$ cat src/hdl/sonar_parking_beeper_core_defines.svh
`ifndef SONAR_PARKING_BEEPER_CORE_DEFINES_SVH
`define SONAR_PARKING_BEEPER_CORE_DEFINES_SVH

// Assertion helpers for the parking beeper core. They expect clk and arst_n in scope.

// The consequent must hold in the same cycle as the antecedent.
`define SPB_ASSERT_IMPLY(lbl, ante, cons, msg) \
	lbl: assert property (@(posedge clk) disable iff (!arst_n) (ante) |-> (cons)) \
		else $error(msg);

// The consequent must hold in the cycle after the antecedent.
`define SPB_ASSERT_NEXT(lbl, ante, cons, msg) \
	lbl: assert property (@(posedge clk) disable iff (!arst_n) (ante) |=> (cons)) \
		else $error(msg);

`endif

$ cat src/hdl/spb_pkg.sv
package spb_pkg;

	localparam int TIMER_WIDTH_DEF = 32;

	localparam int STAMP_W = 32;
	localparam int MS_W    = 32;
	localparam int SCALE_W = 16;
	localparam int DIST_W  = 24;
	localparam int MPC_W   = 6;
	localparam int IVAL_W  = 12;
	localparam int ZONE_W  = 2;
	localparam int FRAC_W  = 8;

	localparam int CFG_IDX_W  = 2;
	localparam int CFG_DATA_W = 24;

	// Register indexes on the configuration port.
	localparam logic [CFG_IDX_W-1:0] CFG_SCALE = 2'd0;
	localparam logic [CFG_IDX_W-1:0] CFG_FAR   = 2'd1;
	localparam logic [CFG_IDX_W-1:0] CFG_NEAR  = 2'd2;
	localparam logic [CFG_IDX_W-1:0] CFG_MPC   = 2'd3;

	localparam logic [SCALE_W-1:0] SCALE_RST = 16'd1124;
	localparam logic [DIST_W-1:0]  FAR_RST   = 24'd15360;
	localparam logic [DIST_W-1:0]  NEAR_RST  = 24'd2560;
	localparam logic [MPC_W-1:0]   MPC_RST   = 6'd10;

	localparam logic [ZONE_W-1:0] ZONE_OFF  = 2'd0;
	localparam logic [ZONE_W-1:0] ZONE_CONT = 2'd1;
	localparam logic [ZONE_W-1:0] ZONE_BEEP = 2'd2;

	localparam logic [DIST_W-1:0] DIST_MAX  = '1;
	localparam logic [IVAL_W-1:0] IVAL_MAX  = '1;
	localparam logic [IVAL_W-1:0] IVAL_OFF  = 12'd0;
	localparam logic [IVAL_W-1:0] IVAL_CONT = 12'd1;

	typedef struct packed {
		logic [STAMP_W-1:0] rise_stamp;
		logic [STAMP_W-1:0] fall_stamp;
		logic               rise_seen;
		logic               fall_seen;
		logic [MS_W-1:0]    now_ms;
	} in_item_t;

	typedef struct packed {
		logic [DIST_W-1:0] distance_q8;
		logic              reading_ok;
		logic [ZONE_W-1:0] zone;
		logic [IVAL_W-1:0] beep_interval_ms;
		logic              buzzer_level;
		logic              toggled;
	} out_item_t;

endpackage

$ cat src/hdl/sonar_parking_beeper_core.sv
// Parking sensor core: turns one echo measurement into a distance and a buzzer command.
// Input channel (in_valid/in_ready/in_data) carries the two capture stamps, their
// seen flags and the current millisecond time. Output channel (out_valid/out_ready/
// out_data) returns one result per input transfer: distance in Q8 cm, zone, beep
// interval, buzzer level and a toggle flag.
// Both products are formed on one shift-add multiplier, one multiplier bit per cycle:
// first the distance scale, then the beep interval when in the beeping zone; a failed
// capture skips both products. in_ready rises again in the cycle after the result is
// loaded. The output register holds a finished result while the next item is accepted
// and worked on; if the receiver still stalls when the next result is done, the core
// waits with in_ready low.
// The user must write the registers through cfg_we/cfg_index/cfg_data only while the
// core is idle; the core leaves this unchecked.
// Reset loads the default register values, turns the buzzer off, clears the last
// toggle time and empties the output register.
`include "sonar_parking_beeper_core_defines.svh"

module sonar_parking_beeper_core #(
	parameter int TIMER_WIDTH = spb_pkg::TIMER_WIDTH_DEF
) (
	input  logic                           clk,
	input  logic                           arst_n,
	input  logic                           in_valid,
	output logic                           in_ready,
	input  spb_pkg::in_item_t              in_data,
	output logic                           out_valid,
	input  logic                           out_ready,
	output spb_pkg::out_item_t             out_data,
	input  logic                           cfg_we,
	input  logic [spb_pkg::CFG_IDX_W-1:0]  cfg_index,
	input  logic [spb_pkg::CFG_DATA_W-1:0] cfg_data
);

	localparam int PROD_W = TIMER_WIDTH + spb_pkg::SCALE_W;
	// Keep at least one bit above the saturation point of the distance.
	localparam int SAT_LO = spb_pkg::DIST_W + spb_pkg::FRAC_W;
	localparam int ACC_W  = (PROD_W > SAT_LO) ? PROD_W : SAT_LO + 1;
	localparam int IVAL_LO = spb_pkg::IVAL_W + spb_pkg::FRAC_W;
	localparam int CNT_W  = $clog2(spb_pkg::SCALE_W + 1);

	localparam logic [2:0] ST_IDLE     = 3'd0;
	localparam logic [2:0] ST_MUL_DIST = 3'd1;
	localparam logic [2:0] ST_ZONE     = 3'd2;
	localparam logic [2:0] ST_MUL_IVAL = 3'd3;
	localparam logic [2:0] ST_TOGGLE   = 3'd4;
	localparam logic [2:0] ST_DONE     = 3'd5;

	logic [2:0]                        state_q;
	logic [CNT_W-1:0]                  cnt_q;
	logic [spb_pkg::SCALE_W-1:0]       scale_q;
	logic [spb_pkg::DIST_W-1:0]        far_q;
	logic [spb_pkg::DIST_W-1:0]        near_q;
	logic [spb_pkg::MPC_W-1:0]         mpc_q;
	logic                              buzzer_q;
	logic [spb_pkg::MS_W-1:0]          last_toggle_q;
	logic                              out_valid_q;

	logic [ACC_W-1:0]                  acc_q;
	logic [ACC_W-1:0]                  mcand_q;
	logic [spb_pkg::SCALE_W-1:0]       mplier_q;
	logic [spb_pkg::MS_W-1:0]          now_q;
	logic                              ok_q;
	logic [spb_pkg::DIST_W-1:0]        dist_q;
	logic [spb_pkg::ZONE_W-1:0]        zone_q;
	logic [spb_pkg::IVAL_W-1:0]        ival_q;
	logic                              tog_q;
	spb_pkg::out_item_t                out_q;

	logic [TIMER_WIDTH-1:0]            delta;
	logic [ACC_W-1:0]                  acc_sum;
	logic [spb_pkg::DIST_W-1:0]        dist_w;
	logic [spb_pkg::IVAL_W-1:0]        ival_w;
	logic [spb_pkg::MS_W-1:0]          elapsed;
	logic                              in_ok;
	logic                              zone_off;
	logic                              zone_cont;
	logic                              do_toggle;
	logic                              out_load;

	assign in_ok = in_data.rise_seen & in_data.fall_seen;
	assign delta = in_data.fall_stamp[TIMER_WIDTH-1:0] - in_data.rise_stamp[TIMER_WIDTH-1:0];

	// Shared shift-add unit: adds the shifted multiplicand when the current bit is set.
	assign acc_sum = acc_q + (mplier_q[0] ? mcand_q : '0);

	assign dist_w = (acc_q[ACC_W-1:SAT_LO] != '0) ? spb_pkg::DIST_MAX
		: acc_q[SAT_LO-1:spb_pkg::FRAC_W];
	assign ival_w = (acc_q[ACC_W-1:IVAL_LO] != '0) ? spb_pkg::IVAL_MAX
		: acc_q[IVAL_LO-1:spb_pkg::FRAC_W];

	assign zone_off  = !ok_q || (dist_w > far_q);
	assign zone_cont = dist_w <= near_q;

	assign elapsed   = now_q - last_toggle_q;
	assign do_toggle = (ival_w > spb_pkg::IVAL_CONT)
		&& (elapsed >= {{(spb_pkg::MS_W - spb_pkg::IVAL_W){1'b0}}, ival_w});

	assign out_load = (state_q == ST_DONE) && (!out_valid_q || out_ready);

	assign in_ready  = (state_q == ST_IDLE);
	assign out_valid = out_valid_q;
	assign out_data  = out_q;

	always_ff @(posedge clk or negedge arst_n) begin
		if (!arst_n) begin
			state_q       <= ST_IDLE;
			cnt_q         <= '0;
			scale_q       <= spb_pkg::SCALE_RST;
			far_q         <= spb_pkg::FAR_RST;
			near_q        <= spb_pkg::NEAR_RST;
			mpc_q         <= spb_pkg::MPC_RST;
			buzzer_q      <= 1'b0;
			last_toggle_q <= '0;
			out_valid_q   <= 1'b0;
		end else begin
			if (cfg_we) begin
				case (cfg_index)
					spb_pkg::CFG_SCALE: scale_q <= cfg_data[spb_pkg::SCALE_W-1:0];
					spb_pkg::CFG_FAR:   far_q   <= cfg_data[spb_pkg::DIST_W-1:0];
					spb_pkg::CFG_NEAR:  near_q  <= cfg_data[spb_pkg::DIST_W-1:0];
					spb_pkg::CFG_MPC:   mpc_q   <= cfg_data[spb_pkg::MPC_W-1:0];
					default: ;
				endcase
			end

			if (out_load) begin
				out_valid_q <= 1'b1;
			end else if (out_ready) begin
				out_valid_q <= 1'b0;
			end

			case (state_q)
				ST_IDLE: begin
					if (in_valid) begin
						cnt_q   <= CNT_W'(spb_pkg::SCALE_W);
						state_q <= in_ok ? ST_MUL_DIST : ST_ZONE;
					end
				end
				ST_MUL_DIST: begin
					cnt_q <= cnt_q - 1'b1;
					if (cnt_q == CNT_W'(1)) begin
						state_q <= ST_ZONE;
					end
				end
				ST_ZONE: begin
					if (zone_off) begin
						buzzer_q <= 1'b0;
						state_q  <= ST_DONE;
					end else if (zone_cont) begin
						buzzer_q <= 1'b1;
						state_q  <= ST_DONE;
					end else begin
						cnt_q   <= CNT_W'(spb_pkg::MPC_W);
						state_q <= ST_MUL_IVAL;
					end
				end
				ST_MUL_IVAL: begin
					cnt_q <= cnt_q - 1'b1;
					if (cnt_q == CNT_W'(1)) begin
						state_q <= ST_TOGGLE;
					end
				end
				ST_TOGGLE: begin
					if (do_toggle) begin
						buzzer_q      <= ~buzzer_q;
						last_toggle_q <= now_q;
					end
					state_q <= ST_DONE;
				end
				ST_DONE: begin
					if (out_load) begin
						state_q <= ST_IDLE;
					end
				end
				default: state_q <= ST_IDLE;
			endcase
		end
	end

	always_ff @(posedge clk) begin
		case (state_q)
			ST_IDLE: begin
				acc_q    <= '0;
				mcand_q  <= ACC_W'(delta);
				mplier_q <= scale_q;
				now_q    <= in_data.now_ms;
				ok_q     <= in_ok;
			end
			ST_MUL_DIST, ST_MUL_IVAL: begin
				acc_q    <= acc_sum;
				mcand_q  <= mcand_q << 1;
				mplier_q <= mplier_q >> 1;
			end
			ST_ZONE: begin
				dist_q <= dist_w;
				tog_q  <= 1'b0;
				if (zone_off) begin
					zone_q <= spb_pkg::ZONE_OFF;
					ival_q <= spb_pkg::IVAL_OFF;
				end else if (zone_cont) begin
					zone_q <= spb_pkg::ZONE_CONT;
					ival_q <= spb_pkg::IVAL_CONT;
				end else begin
					zone_q   <= spb_pkg::ZONE_BEEP;
					acc_q    <= '0;
					mcand_q  <= ACC_W'(dist_w);
					mplier_q <= spb_pkg::SCALE_W'(mpc_q);
				end
			end
			ST_TOGGLE: begin
				ival_q <= ival_w;
				tog_q  <= do_toggle;
			end
			ST_DONE: begin
				if (out_load) begin
					out_q.distance_q8      <= dist_q;
					out_q.reading_ok       <= ok_q;
					out_q.zone             <= zone_q;
					out_q.beep_interval_ms <= ival_q;
					out_q.buzzer_level     <= buzzer_q;
					out_q.toggled          <= tog_q;
				end
			end
			default: ;
		endcase
	end

	`SPB_ASSERT_NEXT(a_busy_after_accept, in_valid && in_ready, !in_ready,
		"core stayed ready after an input transfer")

	`SPB_ASSERT_IMPLY(a_off_zone_silent,
		out_valid && (out_data.zone == spb_pkg::ZONE_OFF),
		(out_data.beep_interval_ms == spb_pkg::IVAL_OFF) && !out_data.buzzer_level
		&& !out_data.toggled,
		"off zone result drives the buzzer or reports an interval")

	`SPB_ASSERT_IMPLY(a_toggle_only_beeping, out_valid && out_data.toggled,
		(out_data.zone == spb_pkg::ZONE_BEEP)
		&& (out_data.beep_interval_ms > spb_pkg::IVAL_CONT),
		"toggle reported outside the beeping zone")

endmodule

$ cat config.mk
export PLATFORM = sky130hd
export DESIGN_NAME = sonar_parking_beeper_core
export DESIGN_NICKNAME = d
export VERILOG_FILES = /design/src/hdl/spb_pkg.sv /design/src/hdl/sonar_parking_beeper_core.sv
export VERILOG_INCLUDE_DIRS = /design/src /design/src/hdl
export SDC_FILE = /design/constraint.sdc
export NUM_CORES = 1
export LEC_CHECK = 0
export ABC_AREA = 1
export BUFFER_PORTS_ARGS = -buffer_cell sky130_fd_sc_hd__buf_2
export CORE_ASPECT_RATIO = 1.4
export CORE_MARGIN = 5
export CORE_UTILIZATION = 50
export DETAILED_ROUTE_END_ITERATION = 16
export PLACE_DENSITY = 0.82
export SYNTH_ARGS = -nofsm -noshare
export SYNTH_HDL_FRONTEND = slang
export SYNTH_SLANG_ARGS = --single-unit
export TNS_END_PERCENT = 1
$ cat constraint.sdc
create_clock -name clk -period 7.25 [get_ports clk]
set_input_delay 1.45 -clock clk [delete_from_list [all_inputs] [get_ports clk]]
set_output_delay 1.45 -clock clk [all_outputs]
set_load 0.005 [all_outputs]
==> impl_metrics.ini <==
[timing]
slew_headroom_pct = 24.8
hold_viol_final = 0
setup_viol = 0
fin_setup_tns_ns = 0
worstMarginPinSlew_ns = 1.13
rsz0062_at_grt = false
slew_viol_final = 0
fin_crit_ns = 5.32
finalClockSkew_ns = 0.0193
fin_crit_sh_pct = 73.3
fmax_mhz = 188

[logic_synthesis]
synthDistinctLibCells = 52
synth_top_area_cell = edfxtp_1
synthCells = 2697
ys_ff_latch = 337
avgSynthCellArea_sq_um = 8.03
syn_area_sq_um = 21700
yosysSeqAreaShare_pct = 44.2
synth_most_common_cell = nand2_1
synth_edf_count = 225
syn_nets = 3000
post-synth-top-area-fraction_pct = 31.2
yosysWarnings = 0
synth_ff_type = edfxtp_1
async_flop_share_pct = 33.2
yosys-top-cells-count = 637 x nand2_1, 477 x inv_1, 235 x nor2_1, 225 x edfxtp_1, 219 x o21ai_0
synthTopCellsByArea = edfxtp_1 31%, dfrtp_1 12%, nand2_1 11%, ha_1 9.9%, inv_1 8.3%

[route]
vias = 18500
totalWireLength_um = 57600
vias_per_cell = 5.37
ant_nets = 0
drc = 0
wl_per_cell_um = 16.7
drt_pass1_iterations = 5
drt_iter0_drc = 1178

[place]
dp_hpwl_um = 44800
place_congestion = 0.996
port_buffers = 171

[clock_tree]
postCtsSetupBuffers = 0
insertion_delay_ns = 0.55
cts_max_level = 2
clock-root-buffer = clkbuf_16
cts_hold_buf = 0
cts_tree = done
cts_resized = 0
cts_buffers = 36
clockBufferDepth = 3
path_clk_slew_ns = 0.06
clock-sinks = 337

[pwr]
internal_power_w = 0.00564
irDropWorstVdd_mv = 0.198
p_leak_nw = 11.8
pwr-share-clk_pct = 19.2
power.total_w = 0.0101
p_comb_share_pct = 47.3
power_density_nw_per_um2 = 413
power_switching_share_pct = 44.0
seq_power_share_pct = 33.6
p_sw_w = 0.00442

[die]
dieArea_sq_um = 47600
core_sq_um = 43000
initial_core_util_pct = 50.4
rows = 90
io_pins = 172
die_x_um = 186
die_y_um = 256

[global_routing]
antenna_found_initial = 0
grt_start_max_net_pins = 73
overflow = 0
grt_pass1_vias = 18300
grt_pass1_wl_um = 91600
grt_usage_pct = 23.8

[critical_path]
worstPathArrival_ns = 5.50
worstPathCellList = nor4_1 -> and2_1 -> nand2_1 -> or2_2 -> ha_1 -> nand2_1 -> inv_1 -> nand3_1 -> nor4_1 -> nand2_1 -> o211ai_1 -> inv_1 -> or2_2 -> o21ai_2 -> inv_1 -> nor2_4 -> buf_4
critPathSlowestCell = or2_2
critical_path_class = reg -> reg
crit_fanout = 35
crit_path_end_kind = flop
crit_required_ns = 7.43
max_stage_delay_ns = 0.59
cp-start-kind = flop

[final_layout]
fin_nets = 3173
area_growth_pct = 12.5
antenna_cells = 0
drive_gt1_share_pct = 11.0

[job]
drv_cap = 0

[worst_hold_path]
min_path_type = reg -> reg

[status]
status = finished, final reports clean
## critical path: cells and delay by family (launching register included)
kind	cells	cell delay [ns]
DFF	1	0.41
AOI/OAI and AO/OA	2	0.35
and+or+nand+nor	10	3.15
buffers and inverters	4	0.72
adders and majority gates	1	0.29
## stage by stage
stage / hold slack [ns] / util [%] / worst slack, ns / std cells / area (sq um)
after global routing: 0.425 / 56.7 / 1.55 / 3450 / 24400
final: 0.415 / 56.7 / 1.93 / 3450 / 24400
after detailed placement: 0.405 / 53.8 / 2.01 / 3384 / 23100
after floorplan: 0.400 / - / 1.13 / 2697 / 21700
after CTS: 0.414 / 56.7 / 1.98 / 3450 / 24400
after global placement: 0.402 / 53.8 / 2.05 / 3384 / 23100
## worst paths after layout
kind	from	to	slack (ns)	cells past startpoint
setup reg to reg	acc_q[33]	mplier_q[12]	1.93	17
setup / recovery	acc_q[33]	mplier_q[12]	1.93	17
hold reg to reg	ival_q[0]	out_data[2]	0.41	0
hold / removal	ival_q[0]	out_data[2]	0.41	0
max in group asynchronous	arst_n	scale_q[8]	4.99	2
min in group asynchronous	arst_n	state_q[2]	0.90	1
## per-layer routing
layer	global-route usage, %	vias up	wire length, um
met3	2.98	161	3080
met4	11.1	0	2960
li1	-	9237	-
met2	42.2	585	28800
met5	0	-	0
met1	28.5	8548	22800
## power by group through the flow
stage	logic (W)	clock network, W	registers (W)
after CTS	0.00473	0.00197	0.00338
after floorplan	0.00344	0	0.00325
final	0.00475	0.00193	0.00338
after global routing	0.00536	0.00204	0.00343
after detailed placement	0.00470	0	0.00340
after global placement	0.00461	0	0.00339
## state kept, by name (all words and copies together), names as in the netlist
name	flops
buzzer_q	1
zone_q	2
out_valid	1
mplier_q	16
mpc_q	6
now_q	32
state_q	3
tog_q	1
out_data	41
last_toggle_q	32
near_q	24
scale_q	16
dist_q	24
cnt_q	5
far_q	24
ival_q	12
mcand_q	48
ok_q	1
acc_q	48
## area by class of cell
type	count	area [sq um]
clock buffers	50	1010
clock inverters	16	230
fillers	3940	18600
inverters	481	1810
multi-input cells	1830	10100
flip-flops and latches	337	9570
well taps	552	691
repair buffers	184	968
## logic make-up after synthesis
kind of cell,count (synthesis),synth area share [%]
AOI/OAI and AO/OA,579,15.3
adders and majority gates,174,10.2
xor gates and xnor gates,28,1.13
DFF,337,44.2
and+or+nand+nor,1049,19.9
buffers and inverters,530,9.40
## placed cells by master, fill, tap and decap left out, drive strengths merged, types with 4 or more instances in the layout
| cell type | n |
|---|---|
| nor4 | 15 |
| or2 | 17 |
| buf | 184 |
| clkbuf | 50 |
| o211ai | 8 |
| a21o | 8 |
| a22o | 9 |
| a31oi | 11 |
| nand3 | 69 |
| a22oi | 24 |
| nand3b | 5 |
| ha | 171 |
| nand2 | 643 |
| and2 | 8 |
| dfstp | 12 |
| bufinv | 4 |
| nand4 | 19 |
| nor3 | 26 |
| dfrtp | 100 |
| a21oi | 215 |
| xnor2 | 12 |
| nor2 | 241 |
| xor2 | 16 |
| o21bai | 17 |
| clkinv | 11 |
| o21ai | 250 |
| o21a | 18 |
| inv | 481 |
| edfxtp | 225 |
| a21boi | 6 |
| o31ai | 4 |
Note: power is estimated with default switching activity, not from simulation.
